`config.mk`:
```
export PLATFORM = sky130hd
export DESIGN_NAME = joystick_axis_conditioner
export DESIGN_NICKNAME = d
export VERILOG_FILES = /design/src/hw/rtl/jac_pkg.sv /design/src/hw/rtl/jac_axis_mem.sv /design/src/hw/rtl/jac_shape.sv /design/src/hw/rtl/joystick_axis_conditioner.sv
export SDC_FILE = /design/constraint.sdc
export NUM_CORES = 2
export LEC_CHECK = 0
export BUFFER_PORTS_ARGS = -buffer_cell sky130_fd_sc_hd__buf_4
export CAP_MARGIN = 20
export CORE_UTILIZATION = 60
export CTS_CLUSTER_DIAMETER = 60
export DETAILED_ROUTE_END_ITERATION = 7
export PLACE_DENSITY = 0.78
export SETUP_SLACK_MARGIN = 0.2
export SYNTH_ARGS = -nofsm -noshare
export SYNTH_HDL_FRONTEND = slang
export SYNTH_SLANG_ARGS = --single-unit
```
`constraint.sdc`:
```
create_clock -name i_clk -period 10.3 [get_ports i_clk]
set_input_delay 1.03 -clock i_clk [delete_from_list [all_inputs] [get_ports i_clk]]
set_output_delay 1.03 -clock i_clk [all_outputs]
set_load 0.02 [all_outputs]
```
`src/hw/rtl/jac_pkg.sv`:
```
`timescale 1ns / 1ps
package jac_pkg;

    localparam int AXIS_COUNT_DEF = 8;

    // normalization assumes full scale of the form 2^n - 1
    localparam int FS_BITS    = 15;
    localparam int FULL_SCALE = (1 << FS_BITS) - 1;

    // |level| + FULL_SCALE at or above this saturates the magnitude
    localparam logic [33:0] MAG_SAT_LIMIT =
        34'(64'(FULL_SCALE + 1) * 64'(2 * FULL_SCALE));

    localparam int LEVEL_W = 33;
    localparam int VALUE_W = 16;
    localparam int STEP_W  = 15;
    localparam int CFG_W   = 24;
    localparam int CFG_IDX_W = 3;

    localparam logic [15:0] ALPHA_RST     = 16'd65535;
    localparam logic [14:0] DEAD_ZONE_RST = 15'd3277;
    localparam logic [23:0] RAMP_GAIN_RST = 24'd72818;
    localparam logic [14:0] INIT_STEP_RST = 15'd3277;
    localparam logic [14:0] RUN_STEP_RST  = 15'd33;
    localparam logic [15:0] SWITCH_RST    = 16'd100;
    localparam logic        SLEW_EN_RST   = 1'b1;

    typedef enum logic [CFG_IDX_W-1:0] {
        CFG_FILTER_ALPHA     = 3'd0,
        CFG_DEAD_ZONE        = 3'd1,
        CFG_RAMP_GAIN        = 3'd2,
        CFG_INITIAL_MAX_STEP = 3'd3,
        CFG_RUNNING_MAX_STEP = 3'd4,
        CFG_SWITCH_PERIODS   = 3'd5,
        CFG_SLEW_ENABLE      = 3'd6
    } t_cfg_idx;

    typedef struct packed {
        logic [14:0] dead_zone;
        logic [23:0] ramp_gain;
    } t_shape_cfg;

endpackage

```
`src/hw/rtl/jac_axis_mem.sv`:
```
`timescale 1ns / 1ps
module jac_axis_mem #(
    parameter int AXIS_COUNT = jac_pkg::AXIS_COUNT_DEF,
    parameter int AW         = 1
) (
    input  logic                                i_clk,
    input  logic                                i_rst_n,
    input  logic                                i_rd_en,
    input  logic [AW-1:0]                       i_rd_addr,
    input  logic                                i_wr_en,
    input  logic [AW-1:0]                       i_wr_addr,
    input  logic signed [jac_pkg::LEVEL_W-1:0]  i_wr_level,
    input  logic signed [jac_pkg::VALUE_W-1:0]  i_wr_last,
    output logic signed [jac_pkg::LEVEL_W-1:0]  o_rd_level,
    output logic signed [jac_pkg::VALUE_W-1:0]  o_rd_last,
    output logic                                o_rd_seeded
);
    import jac_pkg::*;

    localparam int WORD_W = LEVEL_W + VALUE_W;

    logic [WORD_W-1:0]     r_mem [AXIS_COUNT];
    logic [WORD_W-1:0]     r_rd_word;
    logic [AXIS_COUNT-1:0] r_seeded;
    logic                  r_rd_seeded;

    // axis state words; never-seeded entries are not read for their value
    always_ff @(posedge i_clk) begin
        if (i_wr_en) begin
            r_mem[i_wr_addr] <= {i_wr_level, i_wr_last};
        end
        if (i_rd_en) begin
            r_rd_word <= r_mem[i_rd_addr];
        end
    end

    always_ff @(posedge i_clk) begin
        if (!i_rst_n) begin
            r_seeded    <= '0;
            r_rd_seeded <= 1'b0;
        end else begin
            if (i_wr_en) begin
                r_seeded[i_wr_addr] <= 1'b1;
            end
            if (i_rd_en) begin
                r_rd_seeded <= r_seeded[i_rd_addr];
            end
        end
    end

    assign o_rd_level  = $signed(r_rd_word[WORD_W-1:VALUE_W]);
    assign o_rd_last   = $signed(r_rd_word[VALUE_W-1:0]);
    assign o_rd_seeded = r_rd_seeded;

endmodule

```
`src/hw/rtl/jac_shape.sv`:
```
`timescale 1ns / 1ps
module jac_shape (
    input  logic                                i_clk,
    input  logic                                i_rst_n,
    input  logic                                i_start,
    input  logic signed [jac_pkg::LEVEL_W-1:0]  i_level,
    input  jac_pkg::t_shape_cfg                 i_cfg,
    output logic                                o_done,
    output logic signed [jac_pkg::VALUE_W-1:0]  o_desired
);
    import jac_pkg::*;

    logic [3:0] r_vld;

    // stage 1: magnitude, coarse quotient by 2*FULL_SCALE
    logic        w_neg;
    logic [32:0] w_abs;
    logic [33:0] w_x;
    logic [29:0] w_y;
    logic [30:0] w_qsum;
    logic [29:0] r1_y;
    logic [15:0] r1_q0;
    logic        r1_neg;
    logic        r1_sat;

    // stage 2: quotient correction and dead zone
    logic [31:0] w_rem;
    logic [15:0] w_q;
    logic [14:0] w_mag;
    logic [14:0] r2_dmag;
    logic        r2_zero;
    logic        r2_neg;

    // stage 3: gain
    logic [39:0] w_gprod;
    logic [23:0] w_adj_full;
    logic [14:0] r3_adj;
    logic        r3_zero;
    logic        r3_neg;

    // stage 4: square
    logic [30:0] w_sq_full;
    logic [15:0] w_sq;
    logic signed [VALUE_W-1:0] r4_desired;

    always_comb begin
        w_neg  = i_level[LEVEL_W-1];
        w_abs  = w_neg ? 33'(-i_level) : 33'(i_level);
        w_x    = {1'b0, w_abs} + 34'(FULL_SCALE);
        w_y    = w_x[30:1];
        // y / (2^n - 1) ~ (y + y >> n) >> n, short by at most one
        w_qsum = 31'(w_y) + 31'(w_y >> FS_BITS);
    end

    always_comb begin
        w_rem = 32'(r1_y) + 32'(r1_q0) - 32'({r1_q0, 15'd0});
        w_q   = r1_q0 + ((w_rem[16:0] >= 17'(FULL_SCALE)) ? 16'd1 : 16'd0);
        w_mag = r1_sat ? 15'(FULL_SCALE) : w_q[14:0];
    end

    always_comb begin
        w_gprod    = 40'(r2_dmag) * 40'(i_cfg.ramp_gain) + 40'd32768;
        w_adj_full = w_gprod[39:16];
    end

    always_comb begin
        w_sq_full = 31'(30'(r3_adj) * 30'(r3_adj)) + 31'd16384;
        w_sq      = 16'(w_sq_full >> 15);
    end

    always_ff @(posedge i_clk) begin
        if (!i_rst_n) begin
            r_vld <= '0;
        end else begin
            r_vld <= {r_vld[2:0], i_start};
        end
    end

    always_ff @(posedge i_clk) begin
        r1_y   <= w_y;
        r1_q0  <= 16'(w_qsum >> FS_BITS);
        r1_neg <= w_neg;
        r1_sat <= (w_x >= MAG_SAT_LIMIT);

        r2_zero <= (w_mag < i_cfg.dead_zone);
        r2_dmag <= w_mag - i_cfg.dead_zone;
        r2_neg  <= r1_neg;

        r3_adj  <= (w_adj_full > 24'(FULL_SCALE)) ? 15'(FULL_SCALE) : w_adj_full[14:0];
        r3_zero <= r2_zero;
        r3_neg  <= r2_neg;

        if (r3_zero) begin
            r4_desired <= '0;
        end else if (r3_neg) begin
            r4_desired <= -$signed(w_sq);
        end else begin
            r4_desired <= $signed(w_sq);
        end
    end

    assign o_done    = r_vld[3];
    assign o_desired = r4_desired;

endmodule

```
`src/hw/rtl/joystick_axis_conditioner.sv`:
```
`timescale 1ns / 1ps
// An accepted word passes the filter step, the level step and the shaping pipeline,
// then waits until the output register is free; a new word is taken only in idle,
// since the read-filter-write pass over the axis memory and the 4-stage shaping
// pipeline run for one word at a time.
// Reset (synchronous, active low) restores register defaults, clears the period
// count and marks every axis unseeded; no clearing pass over the axis memory.
module joystick_axis_conditioner #(
    parameter int AXIS_COUNT = jac_pkg::AXIS_COUNT_DEF
) (
    input  logic                           i_clk,
    input  logic                           i_rst_n,
    input  logic                           i_s_axis_tvalid,
    output logic                           o_s_axis_tready,
    input  logic [15:0]                    i_s_axis_tdata,  // [15:0] raw_sample
    input  logic [3:0]                     i_s_axis_tuser,  // [2:0] axis_number, [3] period_start
    output logic                           o_m_axis_tvalid,
    input  logic                           i_m_axis_tready,
    output logic [15:0]                    o_m_axis_tdata,  // [15:0] conditioned_value
    output logic [2:0]                     o_m_axis_tuser,  // [2:0] result_axis
    input  logic                           i_cfg_we,
    input  logic [jac_pkg::CFG_IDX_W-1:0]  i_cfg_addr,
    input  logic [jac_pkg::CFG_W-1:0]      i_cfg_wdata
);
    import jac_pkg::*;

    localparam int AW = (AXIS_COUNT > 1) ? $clog2(AXIS_COUNT) : 1;

    typedef enum logic [4:0] {
        ST_IDLE  = 5'b00001,
        ST_FILT  = 5'b00010,
        ST_LEVEL = 5'b00100,
        ST_SHAPE = 5'b01000,
        ST_OUT   = 5'b10000
    } t_state;

    t_state r_state, n_state;

    logic [15:0] r_alpha;
    logic [14:0] r_dead_zone;
    logic [23:0] r_ramp_gain;
    logic [14:0] r_init_step;
    logic [14:0] r_run_step;
    logic [15:0] r_switch;
    logic        r_slew_en;
    logic [15:0] r_pcount;

    logic [2:0]                r_axis;
    logic                      r_axis_ok;
    logic signed [15:0]        r_raw;
    logic [STEP_W-1:0]         r_step;
    logic signed [50:0]        r_prod;
    logic signed [LEVEL_W-1:0] r_level;
    logic signed [VALUE_W-1:0] r_value;

    logic                      r_out_valid;
    logic [2:0]                r_out_axis;
    logic signed [VALUE_W-1:0] r_out_value;

    logic                      w_in_acc;
    logic                      w_out_free;
    logic [AW+2:0]             w_in_axis_ext;
    logic [AW+2:0]             w_axis_ext;
    logic                      w_in_axis_ok;
    logic                      w_mem_wr;
    logic signed [LEVEL_W-1:0] w_old_level;
    logic signed [VALUE_W-1:0] w_old_last;
    logic                      w_seeded;
    logic signed [31:0]        w_target;
    logic signed [33:0]        w_diff;
    logic signed [50:0]        w_prod_rnd;
    logic signed [34:0]        w_inc;
    logic signed [LEVEL_W-1:0] n_level;
    logic                      w_shp_done;
    logic signed [VALUE_W-1:0] w_desired;
    logic signed [16:0]        w_sdiff;
    logic signed [16:0]        w_step_s;
    logic signed [16:0]        w_clamped;
    logic signed [VALUE_W-1:0] n_value;
    t_shape_cfg                w_shp_cfg;

    assign o_s_axis_tready = (r_state == ST_IDLE);
    assign w_in_acc        = i_s_axis_tvalid && o_s_axis_tready;
    assign w_out_free      = !r_out_valid || i_m_axis_tready;
    assign w_in_axis_ext   = (AW + 3)'(i_s_axis_tuser[2:0]);
    assign w_axis_ext      = (AW + 3)'(r_axis);
    assign w_in_axis_ok    = (6'(i_s_axis_tuser[2:0]) < 6'(AXIS_COUNT));

    // configuration registers
    always_ff @(posedge i_clk) begin
        if (!i_rst_n) begin
            r_alpha     <= ALPHA_RST;
            r_dead_zone <= DEAD_ZONE_RST;
            r_ramp_gain <= RAMP_GAIN_RST;
            r_init_step <= INIT_STEP_RST;
            r_run_step  <= RUN_STEP_RST;
            r_switch    <= SWITCH_RST;
            r_slew_en   <= SLEW_EN_RST;
        end else if (i_cfg_we) begin
            unique case (i_cfg_addr)
                CFG_FILTER_ALPHA:     r_alpha     <= i_cfg_wdata[15:0];
                CFG_DEAD_ZONE:        r_dead_zone <= i_cfg_wdata[14:0];
                CFG_RAMP_GAIN:        r_ramp_gain <= i_cfg_wdata[23:0];
                CFG_INITIAL_MAX_STEP: r_init_step <= i_cfg_wdata[14:0];
                CFG_RUNNING_MAX_STEP: r_run_step  <= i_cfg_wdata[14:0];
                CFG_SWITCH_PERIODS:   r_switch    <= i_cfg_wdata[15:0];
                CFG_SLEW_ENABLE:      r_slew_en   <= i_cfg_wdata[0];
                default: ;
            endcase
        end
    end

    assign w_shp_cfg.dead_zone = r_dead_zone;
    assign w_shp_cfg.ramp_gain = r_ramp_gain;

    jac_axis_mem #(
        .AXIS_COUNT (AXIS_COUNT),
        .AW         (AW)
    ) u_mem (
        .i_clk       (i_clk),
        .i_rst_n     (i_rst_n),
        .i_rd_en     (w_in_acc && w_in_axis_ok),
        .i_rd_addr   (w_in_axis_ext[AW-1:0]),
        .i_wr_en     (w_mem_wr),
        .i_wr_addr   (w_axis_ext[AW-1:0]),
        .i_wr_level  (r_level),
        .i_wr_last   (n_value),
        .o_rd_level  (w_old_level),
        .o_rd_last   (w_old_last),
        .o_rd_seeded (w_seeded)
    );

    // filter arithmetic
    always_comb begin
        w_target   = $signed({r_raw, 16'd0});
        w_diff     = 34'(w_target) - 34'(w_old_level);
        w_prod_rnd = r_prod + 51'sd32768;
        w_inc      = 35'(w_prod_rnd >>> 16);
        if (w_seeded) begin
            n_level = LEVEL_W'(35'(w_old_level) + w_inc);
        end else begin
            n_level = LEVEL_W'(w_target);
        end
    end

    jac_shape u_shape (
        .i_clk     (i_clk),
        .i_rst_n   (i_rst_n),
        .i_start   (r_state == ST_LEVEL),
        .i_level   (n_level),
        .i_cfg     (w_shp_cfg),
        .o_done    (w_shp_done),
        .o_desired (w_desired)
    );

    // slew limit against the last output of the axis
    always_comb begin
        w_step_s = $signed({2'b00, r_step});
        w_sdiff  = 17'(w_desired) - 17'(w_old_last);
        if (w_sdiff > w_step_s) begin
            w_clamped = w_step_s;
        end else if (w_sdiff < -w_step_s) begin
            w_clamped = -w_step_s;
        end else begin
            w_clamped = w_sdiff;
        end
        if (!r_axis_ok) begin
            n_value = '0;
        end else if (!w_seeded || !r_slew_en) begin
            n_value = w_desired;
        end else begin
            n_value = VALUE_W'(17'(w_old_last) + w_clamped);
        end
    end

    assign w_mem_wr = (r_state == ST_SHAPE) && w_shp_done && r_axis_ok;

    always_comb begin
        n_state = r_state;
        unique case (r_state)
            ST_IDLE:  if (w_in_acc) n_state = ST_FILT;
            ST_FILT:  n_state = ST_LEVEL;
            ST_LEVEL: n_state = ST_SHAPE;
            ST_SHAPE: if (w_shp_done) n_state = ST_OUT;
            ST_OUT:   if (w_out_free) n_state = ST_IDLE;
            default:  n_state = ST_IDLE;
        endcase
    end

    always_ff @(posedge i_clk) begin
        if (!i_rst_n) begin
            r_state     <= ST_IDLE;
            r_pcount    <= '0;
            r_out_valid <= 1'b0;
        end else begin
            r_state <= n_state;
            if (w_in_acc && i_s_axis_tuser[3] && (r_pcount != 16'hFFFF)) begin
                r_pcount <= r_pcount + 16'd1;
            end
            if (r_state == ST_OUT && w_out_free) begin
                r_out_valid <= 1'b1;
            end else if (i_m_axis_tready) begin
                r_out_valid <= 1'b0;
            end
        end
    end

    always_ff @(posedge i_clk) begin
        if (w_in_acc) begin
            r_axis    <= i_s_axis_tuser[2:0];
            r_axis_ok <= w_in_axis_ok;
            r_raw     <= $signed(i_s_axis_tdata);
            r_step    <= (r_pcount < r_switch) ? r_init_step : r_run_step;
        end
        if (r_state == ST_FILT) begin
            r_prod <= 51'($signed({1'b0, r_alpha}) * w_diff);
        end
        if (r_state == ST_LEVEL) begin
            r_level <= n_level;
        end
        if (r_state == ST_SHAPE && w_shp_done) begin
            r_value <= n_value;
        end
        if (r_state == ST_OUT && w_out_free) begin
            r_out_axis  <= r_axis;
            r_out_value <= r_value;
        end
    end

    assign o_m_axis_tvalid = r_out_valid;
    assign o_m_axis_tdata  = r_out_value;
    assign o_m_axis_tuser  = r_out_axis;

    a_accept_to_filt: assert property (@(posedge i_clk) disable iff (!i_rst_n)
        w_in_acc |=> (r_state == ST_FILT))
        else $error("accepted word did not start the filter step");

    a_shape_done_state: assert property (@(posedge i_clk) disable iff (!i_rst_n)
        w_shp_done |-> (r_state == ST_SHAPE))
        else $error("shaping result arrived outside the wait state");

    a_pcount_monotonic: assert property (@(posedge i_clk) disable iff (!i_rst_n)
        (r_state != ST_IDLE) |=> (r_pcount == $past(r_pcount)))
        else $error("period count moved while no word was accepted");

    a_unused_axis_zero: assert property (@(posedge i_clk) disable iff (!i_rst_n)
        (r_state == ST_OUT && !r_axis_ok) |-> (r_value == '0 && !w_mem_wr))
        else $error("unused axis produced a value or a state write");

endmodule

```
==> impl_metrics.csv <==
group,metric,value,unit
clock_network,htree_levels,3,
sta,layout_setup_ws,0.733,ns
placement,post-place-ws,0.220,ns
synth,syn_area_per_cell,10.3,sq um
placement,routabilityCongestion,0.940,
detailed_routing,vias_per_cell,5.88,
synth,synth_adder_area_share,34.1,%
die,start_util,60.7,%
synth,synth_top_cell_area_share,25.2,%
sta,setup_violations,0,
synth,synth_top_flop_cell,"edfxtp_1",
cells_and_area,post-route-util,65.4,%
placement,hpwl,134000,microns
detailed_routing,post_drt_wl_per_cell,20.7,microns
global_routing,first_global_vias,54600,
synth,yosysSeqAreaShare,29.3,%
synth,synth_top_cell_by_area,"fa_1",
detailed_routing,drt-initial-drc-count,4308,
synth,synth-seq-cells,799,
sta,max_freq,105,MHz
sta,worst_slew_pin_slew,1.21,ns
global_routing,grt_pass1_wl,294000,microns
synth,synth.area.mux_share,4.53,%
cells_and_area,syn2layout_area_growth,7.61,%
worst_setup_path,path_common_cell,"fa_1",
synth,synth_area,74300,sq um
min_path,hp-class,"register to register",
detailed_routing,wl,185000,microns
synth,synth_edf_count,577,
synth,synth.area.top_cells,"fa_1 25%, edfxtp_1 23%, ha_1 9.0%",
synth,syn_inst,7247,
status,status,"completed",
synth,synth-xor-area-share,3.42,%
die,dieHeight,354,microns
die,core,122000,sq um
worst_setup_path,reg2reg_depth,37,
synth,async_reset_ff_share,0,%
clock_network,root_buffer,"clkbuf_16",
global_routing,grt_usage,30.0,%
synth,synth-compound-area-share,6.63,%
sta,tns,0,ns
die,ios,73,
synth,yosysUniqueCellTypes,109,
detailed_routing,antenna_left,0,
sta,holdWs,0.341,ns
die,die-area,125000,sq um
synth,ys_top_cells_by_count,"1297 x inv_1, 1031 x nand2_1, 934 x fa_1",
synth,synth.most_common_cell,"inv_1",
synth,synthesis.nets,8766,
worst_setup_path,critical_path_class,"register to register",
global_routing,antenna_found_initial,6,
sta,final_hold_viol_count,0,
detailed_routing,dr_total_vias,52600,
run,cap_viol_max_count,0,
clock_network,cts_hold_buf,0,
min_path,hold_depth,0,
clock_network,cts_buffers,86,
synth,synth_top_family_by_area,"adder cells",
worst_setup_path,cp.depth,37,
clock_network,cts_max_path_buffers,3,
sta,fin_crit,9.57,ns
sta,slew_violations,0,
clock_network,cts_sinks,799,
placement,io_buffers,72,
global_routing,grt_overflow,0,
worst_setup_path,critPathSlowestCell,"fa_1",
worst_setup_path,cp.required,10.73,ns
worst_setup_path,path_delay_family,"adder cells",
worst_setup_path,path_max_fanout,6,
sta,relSlewSlack,18.8,%
global_routing,grt_max_degree,63,
synth,yosysWarningCount,0,
detailed_routing,dr.pass1.iters,6,
die,die_w,354,microns
worst_setup_path,cp-start-kind,"register",
sta,skew,0.0681,ns
worst_setup_path,r2r_slack,0.73,ns
clock_network,clk_pin_slew_worst_paths,0.07,ns
clock_network,cts_tree,"built",
die,row_count,128,
sta,grt_setup_unrepaired,"yes",
worst_setup_path,crit_path_max_incr_delay,0.57,ns
worst_setup_path,path_buf_inv,4,
clock_network,clk_latency,0.70,ns
synth,yosys.area_share.simple,14.0,%
cells_and_area,drive_above_1_share,8.12,%
worst_setup_path,worst_setup_path_end_kind,"register",
sta,timing.final.crit_share,92.9,%
cells_and_area,fin_nets,8758,
worst_setup_path,arrival,10.00,ns
detailed_routing,drc,0,
-- logic make-up (layout without fill, tap and decap cells) --
family | Yosys count | count (layout)
xor gates and xnor gates | 286 | 286
adders and majority gates | 1467 | 1467
buffers and inverters | 1578 | 1643
AOI/OAI and AO/OA | 735 | 735
muxes | 202 | 202
DFF | 799 | 799
other | 0 | 5
and+or+nand+nor | 2180 | 2180
-- final cells by class --
cell class                      count  area (sq um)
Antenna cell                        5          12.5
Clock buffer                      108          2300
Clock inverter                     53           744
Fill cell                        9221         42400
Inverter                         1302          4890
Multi-Input combinational cell   4870         46800
Sequential cell                   799         21800
Tap cell                         1625          2030
Timing Repair Buffer              180          1420
-- stage by stage --
| stage | std cells | area, sq um |
|---|---|---|
| 4_1_cts | 8927 | 79800 |
| 3_3_place_gp | 8759 | 76700 |
| 2_1_floorplan | 7247 | 74300 |
| 3_5_place_dp | 8765 | 76700 |
| 5_1_grt | 8937 | 80000 |
| 6_report | 8942 | 80000 |
-- routing by layer --
layer,GRT usage (%),routed length [microns],vias up
met1,38.5,71600,26400
met2,50.7,90400,2215
li1,-,-,23400
met4,12.5,8620,6
met5,0,38,-
met3,4.55,14400,520
-- flip-flops by register name (all words and copies together), names as in the netlist, 4 cells and up --
register and flops:
o_m_axis_tdata 16, r_alpha 16, r_dead_zone 15, r_init_step 15, r_level 33, r_pcount 16
r_prod 34, r_ramp_gain 24, r_raw 16, r_run_step 15, r_state 5, r_step 15
r_switch 16, r_value 16, u_mem.r_mem 392, u_mem.r_rd_word 49, u_mem.r_seeded 8, u_shape.o_desired 16
u_shape.r1_q0 16, u_shape.r1_y 17, u_shape.r2_dmag 15, u_shape.r3_adj 15, u_shape.r_vld 4
-- cell usage in the layout, fill, tap and decap left out, types with 205 or more instances in the layout --
| cell | count |
|---|---|
| inv_1 | 1295 |
| nand2_1 | 1031 |
| fa_1 | 934 |
| edfxtp_1 | 577 |
| ha_1 | 530 |
| and2_1 | 377 |
| nor2_1 | 267 |
| a21oi_1 | 228 |
| dfxtp_1 | 217 |
| xnor2_1 | 205 |
-- what timing repair did --
item | 4_1_cts | 5_1_grt
pin swaps | 1 | 4
resized for setup | 1 | 17
setup endpoints to repair | 2 | 10
buffers inserted | 1 | 2
-- final timing paths --
| check | start | endpoint |
|---|---|---|
| max | u_mem.r_rd_word[21]$_DFFE_PP_ | r_prod[47]$_DFFE_PP_ |
| min | u_shape.r1_neg$_DFF_P_ | u_shape.r2_neg$_DFF_P_ |
| max reg2reg | u_mem.r_rd_word[21]$_DFFE_PP_ | r_prod[47]$_DFFE_PP_ |
| min reg2reg | u_shape.r1_neg$_DFF_P_ | u_shape.r2_neg$_DFF_P_ |
Power is not shown: default switching activity piles up to over one toggle a cycle in this logic, so the estimate is an artifact.
